$ cat src/design/rcbm_pkg.sv
// Shared types and constants for the region-checked byte memory.
// Command and status codes, region descriptor type, checker result type.
// No dependencies.
package rcbm_pkg;

   // Command codes carried in the request word
   typedef enum logic [1:0] {
      CMD_READ    = 2'd0,
      CMD_WRITE   = 2'd1,
      CMD_PRELOAD = 2'd2,
      CMD_NOP     = 2'd3
   } cmd_type;

   // Status codes carried in the response word
   localparam logic [1:0] STAT_OK    = 2'd0;
   localparam logic [1:0] STAT_RANGE = 2'd1;
   localparam logic [1:0] STAT_VIOL  = 2'd2;

   // Access size codes; anything else means four bytes
   localparam logic [1:0] SIZE_BYTE = 2'd0;
   localparam logic [1:0] SIZE_HALF = 2'd1;

   localparam int LANES     = 4;
   localparam int CSR_IDX_W = 2;
   localparam int CSR_W     = 36;
   localparam int CFG_COUNT = 4;

   // Decoded region: end is precomputed at write time (start + size, 18 bits)
   typedef struct packed {
      logic        en;
      logic        wr;
      logic        rd;
      logic [15:0] start;
      logic [17:0] stop;
   } region_type;

   typedef struct packed {
      logic [1:0]       status;
      logic [LANES-1:0] byte_mask;   // bytes touched, by offset from addr
   } check_type;

   function automatic region_type region_decode(input logic [CSR_W-1:0] v);
      region_type r;
      r.start = v[15:0];
      r.stop  = 18'(v[15:0]) + 18'(v[32:16]);
      r.rd    = v[33];
      r.wr    = v[34];
      r.en    = v[35];
      return r;
   endfunction

endpackage

$ cat src/design/rcbm_check.sv
// Access checker: range check and per-byte region lookup for one request.
// Purely combinational; the top level registers around it.
// Depends on rcbm_pkg.
module rcbm_check #(
   parameter int ADDR_BITS   = 16,
   parameter int NUM_REGIONS = 4
) (
   input  rcbm_pkg::region_type regions [NUM_REGIONS],
   input  logic [1:0]           cmd,
   input  logic [1:0]           access_size,
   input  logic [15:0]          addr,
   output rcbm_pkg::check_type  result
);
   import rcbm_pkg::*;

   localparam int CMP_W = (ADDR_BITS > 16) ? ADDR_BITS + 1 : 17;

   logic [LANES-1:0] mask;
   logic [16:0]      last_addr;
   logic [CMP_W-1:0] last_ext;
   logic             out_of_range;
   logic             want_write;
   logic [LANES-1:0] byte_ok;
   logic             violation;

   always_comb begin
      case (access_size)
         SIZE_BYTE: mask = 4'b0001;
         SIZE_HALF: mask = 4'b0011;
         default:   mask = 4'b1111;
      endcase
   end

   always_comb begin
      case (access_size)
         SIZE_BYTE: last_addr = 17'(addr);
         SIZE_HALF: last_addr = 17'(addr) + 17'd1;
         default:   last_addr = 17'(addr) + 17'd3;
      endcase
   end

   assign last_ext     = CMP_W'(last_addr);
   assign out_of_range = |last_ext[CMP_W-1:ADDR_BITS];
   assign want_write   = (cmd == CMD_WRITE);

   // Lowest-numbered enabled region that covers the byte decides it
   always_comb begin
      logic [16:0] a;
      for (int i = 0; i < LANES; i++) begin
         a = 17'(addr) + 17'(i);
         byte_ok[i] = 1'b0;
         for (int r = NUM_REGIONS - 1; r >= 0; r--) begin
            if (regions[r].en && (a >= 17'(regions[r].start)) &&
                (18'(a) < regions[r].stop)) begin
               byte_ok[i] = want_write ? regions[r].wr : regions[r].rd;
            end
         end
      end
   end

   assign violation = |(mask & ~byte_ok);

   always_comb begin
      result.byte_mask = mask;
      if (cmd == CMD_NOP) begin
         result.status = STAT_VIOL;
      end else if (out_of_range) begin
         result.status = STAT_RANGE;
      end else if (cmd != CMD_PRELOAD && violation) begin
         result.status = STAT_VIOL;
      end else begin
         result.status = STAT_OK;
      end
   end

endmodule

$ cat config.mk
export PLATFORM = sky130hd
export DESIGN_NAME = rcbm_check
export DESIGN_NICKNAME = d
export VERILOG_FILES = /design/src/design/rcbm_pkg.sv /design/src/design/rcbm_check.sv
export SDC_FILE = /design/constraint.sdc
export NUM_CORES = 1
export LEC_CHECK = 0
export ABC_AREA = 0
export BUFFER_PORTS_ARGS = -buffer_cell sky130_fd_sc_hd__buf_2
export CAP_MARGIN = 20
export CORE_UTILIZATION = 60
export DETAILED_ROUTE_END_ITERATION = 8
export PLACE_DENSITY = 0.84
export SETUP_SLACK_MARGIN = 0.4
export SYNTH_ARGS = -nofsm -noshare
export SYNTH_HDL_FRONTEND = slang
export SYNTH_SLANG_ARGS = --single-unit
$ cat constraint.sdc
create_clock -name vclk -period 7.6
set_clock_uncertainty 0.1 [all_clocks]
set_input_delay 0.38 -clock vclk [all_inputs]
set_output_delay 0.38 -clock vclk [all_outputs]
set_load 0.01 [all_outputs]
Word-level counts from Yosys, hierarchy flattened
Cells that the tools add are included.

$lt $le $gt $ge: 32. Reductions and logical operators: 35. Bitwise logic cells: 2. Mux-type cells: 25. Add/sub/neg operators: 3. Equality and inequality tests: 4.

Operators with widths (number): 17-bit by 18-bit less-than comparator with 1-bit output (12); 17-bit by 16-bit >= comparator with 1-bit output (12); 16-bit by 18-bit less-than comparator with 1-bit output (4); 16-bit >= comparator (4); 16-bit by 2-bit adder with 17-bit output, second input constant (2); 17-bit one-hot mux with 2 select lines (1); 1-bit logical AND (33); 1-bit 2-to-1 mux (20); 16-bit by 1-bit adder with 17-bit output, second input constant (1); 4-bit one-hot mux with 2 select lines (1); 2-bit 2-to-1 mux (3); 4-bit AND (1); 2-bit by 1-bit equality test with 1-bit output, second input constant (2); 4-bit NOT (1); 4-bit OR reduction (1); 2-bit equality test, second input constant (1); 2-bit zero test (1); 2-bit inequality test, second input constant (1).

Output and inout bits: 6. Register bits after elaboration: 0. Logic and storage cells: 101. Input port bits: 168.

Logic depth before layout (Yosys ltp)
Depth after elaboration: 15. Gate-level depth with buffers: 17. Depth with buffers taken out: 17.

Worst setup path after synthesis
Ideal clock, no wire load.

Path type: input port to output port. From: in addr[0]. To: out result[5] in the netlist's numbering. Setup slack: 3255 ps. Data required time: 7120 ps. Path buffers: 2. Stages: 16. Arrival: 3865 ps. Cells stage by stage: clkbuf_1 -> inv_1 -> ha_1 -> buf_2 -> nand2b_1 -> xnor2_1 -> ha_1 -> and4_1 -> a221oi_1 -> o21ai_0 -> a211oi_1 -> a211oi_2 -> mux2i_1 -> mux2_2 -> o311a_1 -> a41oi_2.

RTL lines: from (decl) (RTL line rcbm_check.sv:11) `input logic [15:0] addr,`; to (decl) (RTL line rcbm_check.sv:12) `output rcbm_pkg::check_type result`.

==> impl_metrics.py <==
metrics = {
    "outcome": {
        "status": "finished clean",
    },
    "route": {
        "num_vias": 13300,
        "drt_wl_total_mm": 44.6,
        "via_per_inst": 6.69,
        "postRouteAntennaNets": 0,
        "dr.pass1.iters": 6,
        "wl_per_cell_um": 22.5,
        "drc": 0,
        "drtIter0Drc": 1124,
    },
    "finish": {
        "final_net_count": 2393,
        "design.seq.count": 0,
        "fin_util_pct": 68.8,
        "n_clock_buffer": 0,
        "drive_gt1_share_pct": 12.9,
        "synthToLayoutAreaGrowth_pct": 10.7,
        "final_cells": 1984,
        "n_antenna_cell": 0,
        "seqCellArea_sq_um": 0,
        "fin_area_sq_um": 13600,
    },
    "place": {
        "dpl.cell_count": 1984,
        "placed_area_sq_um": 13600,
        "hpwl_mm": 37.0,
        "place_congestion": 1.02,
        "port_buffers": 173,
        "place_worst_setup_slack_ns": 2.01,
    },
    "power": {
        "power_uw": 874,
        "powerDensity_nw_per_um2": 64.2,
        "p_leak_nw": 7.46,
        "max-vdd-ir-drop_mv": 0.0488,
    },
    "synth": {
        "synth_top_family_by_area": "adder cells",
        "postSynthCellCount": 1539,
        "syn_nets": 2211,
        "synthMuxAreaShare_pct": 1.02,
        "synthAdderAreaFrac_pct": 51.3,
        "yosys.area_share.simple_pct": 16.5,
        "syn_avg_cell_area_sq_um": 7.99,
        "mappedNetlistArea_sq_um": 12300,
        "synth_cell_types": 70,
        "synth_compound_area_share_pct": 23.2,
        "synth-xor-area-share_pct": 2.92,
        "synth_warnings": 0,
        "yosysSeqAreaShare_pct": 0,
    },
    "global_route": {
        "grtUsageMet2_pct": 63.5,
        "grt_max_degree": 23,
        "use_met1_pct": 53.9,
        "grt_pass1_vias": 12400,
        "grtUsageMet3_pct": 8.62,
        "antenna_found_initial": 1,
        "busiest_layer": "met2",
        "track_usage_pct": 40.7,
        "grt_pass1_wl_mm": 67.6,
        "overflow": 0,
    },
    "floorplan": {
        "rows": 51,
        "ioPinCount": 174,
        "die_area_sq_um": 21100,
        "initial_core_util_pct": 62.1,
        "die_w_um": 145,
        "die_height_um": 145,
        "design.core.area_sq_um": 19800,
    },
    "clock_network": {
        "cts_resized": 0,
        "post_cts_buffers": 0,
        "postCtsHoldBufs": 0,
    },
    "setup_path": {
        "cp-startpoint": "addr[1]",
        "crit_path_start_kind": "input port",
        "crit_fanout": 17,
        "critPathCaptureType": "output port",
        "cp.required_ns": 7.12,
        "arrival_ns": 5.22,
        "worst-setup-path-type": "in -> out",
    },
    "timing": {
        "tns_ns": 0,
        "tightest_slew_ns": 1.13,
        "hold_violations": 0,
        "drv_slew": 0,
        "setup_ws_ns": 1.90,
        "relSlewSlack_pct": 23.9,
        "finalCritPeriodShare_pct": 75.0,
        "fin_crit_ns": 5.70,
        "max_freq_mhz": 175,
        "rsz0062_at_grt": "false",
        "finalHoldWorstSlack_ns": 0.904,
        "setup_viol": 0,
    },
    "run": {
        "maxCapViolations": 0,
    },
    "min_path": {
        "hp-class": "in -> out",
        "min_from": "access_size[1]",
    },
}
## worst paths after layout
kind                     to  slack, ns  cells after the start
setup / recovery  result[5]       1.90                     18
hold / removal    result[3]       0.90                      2
## cells in the mapped netlist (4+ instances only)
master | n | area [sq um]
o21a_1 | 9 | 67.6
inv_1 | 136 | 510
buf_2 | 9 | 45.0
o21ai_0 | 83 | 415
a211o_1 | 12 | 105
ha_1 | 504 | 6310
nor3_1 | 24 | 120
and2_1 | 10 | 62.6
nand4_1 | 51 | 319
xnor2_1 | 24 | 210
nand2b_1 | 10 | 62.6
nand2_1 | 84 | 315
a21o_1 | 65 | 488
mux2_2 | 4 | 45.0
a21boi_0 | 11 | 82.6
or3_1 | 11 | 68.8
and3_1 | 11 | 68.8
a21oi_1 | 134 | 671
o211ai_1 | 9 | 67.6
a221oi_1 | 7 | 61.3
o221ai_1 | 4 | 35.0
o41ai_1 | 4 | 35.0
nand3_1 | 40 | 200
a211oi_1 | 34 | 255
nor2b_1 | 20 | 125
xor2_1 | 17 | 149
a31oi_1 | 11 | 68.8
o2111ai_1 | 11 | 96.3
and4_1 | 8 | 70.1
mux2i_1 | 8 | 80.1
o31ai_1 | 6 | 45.0
a2111oi_0 | 10 | 87.6
nand4b_1 | 4 | 35.0
clkbuf_1 | 4 | 15.0
nand3b_1 | 6 | 45.0
nor2_1 | 74 | 278
o21bai_1 | 5 | 37.5
nor4_1 | 16 | 100
## cell families (layout without fill, tap and decap cells)
group                      count (synthesis)  in the layout
AOI/OAI and AO/OA                        439            439
xor gates and xnor gates                  41             41
other                                      1              1
and+or+nand+nor                          386            386
buffers and inverters                    156            336
muxes                                     12             12
adders and majority gates                504            504
## cell type report
class / count / area [sq um]
tap: 265 / 332
timing repair buffer: 200 / 1070
fill: 1707 / 6180
inverter: 136 / 510
multi-input combinational: 1383 / 11700
## power breakdown
part	switching (mW)	internal, mW
Clock	0	0
Sequential	0	0
Combinational	0.529	0.345
Total	0.529	0.345
## metal layers
metal / wire, um / share of wire (%)
met2: 18600 / 42
met4: 2150 / 4.8
met5: 0 / 0
met3: 5370 / 12
met1: 18500 / 41
## worst max-delay path, stage by stage
cell      delay (ns)
buf_2           0.34
inv_1           0.33
ha_1            0.29
a21oi_1         0.26
nand3b_1        0.26
nor2_1          0.09
xor2_1          0.76
ha_1            0.39
and4_1          0.21
a221oi_1        0.24
o21ai_0         0.13
a211oi_1        0.29
a211oi_2        0.14
mux2i_1         0.13
mux2_2          0.28
o311a_1         0.33
a41oi_2         0.20
buf_2           0.15
## layout by cell type (no fill, tap or decap), types with 9 or more instances in the layout
cell	Yosys	layout
nand2_1	84	84
a21o_1	65	65
nor3_1	24	24
xnor2_1	24	22
inv_1	136	136
nand2b_1	10	10
o2111ai_1	11	11
nand3_1	40	40
nand4_1	51	51
ha_1	504	504
and2_1	10	10
or3_1	11	11
a211o_1	12	12
nor4_1	16	16
and3_1	11	11
a21oi_1	134	134
o211ai_1	9	9
buf_4	3	27
o21a_1	9	9
a2111oi_0	10	10
xor2_1	17	17
o21ai_0	83	83
nor2b_1	20	20
a211oi_1	34	34
buf_2	9	173
a31oi_1	11	11
a21boi_0	11	11
nor2_1	74	74
No activity file was read; power rests on OpenSTA's default activity.
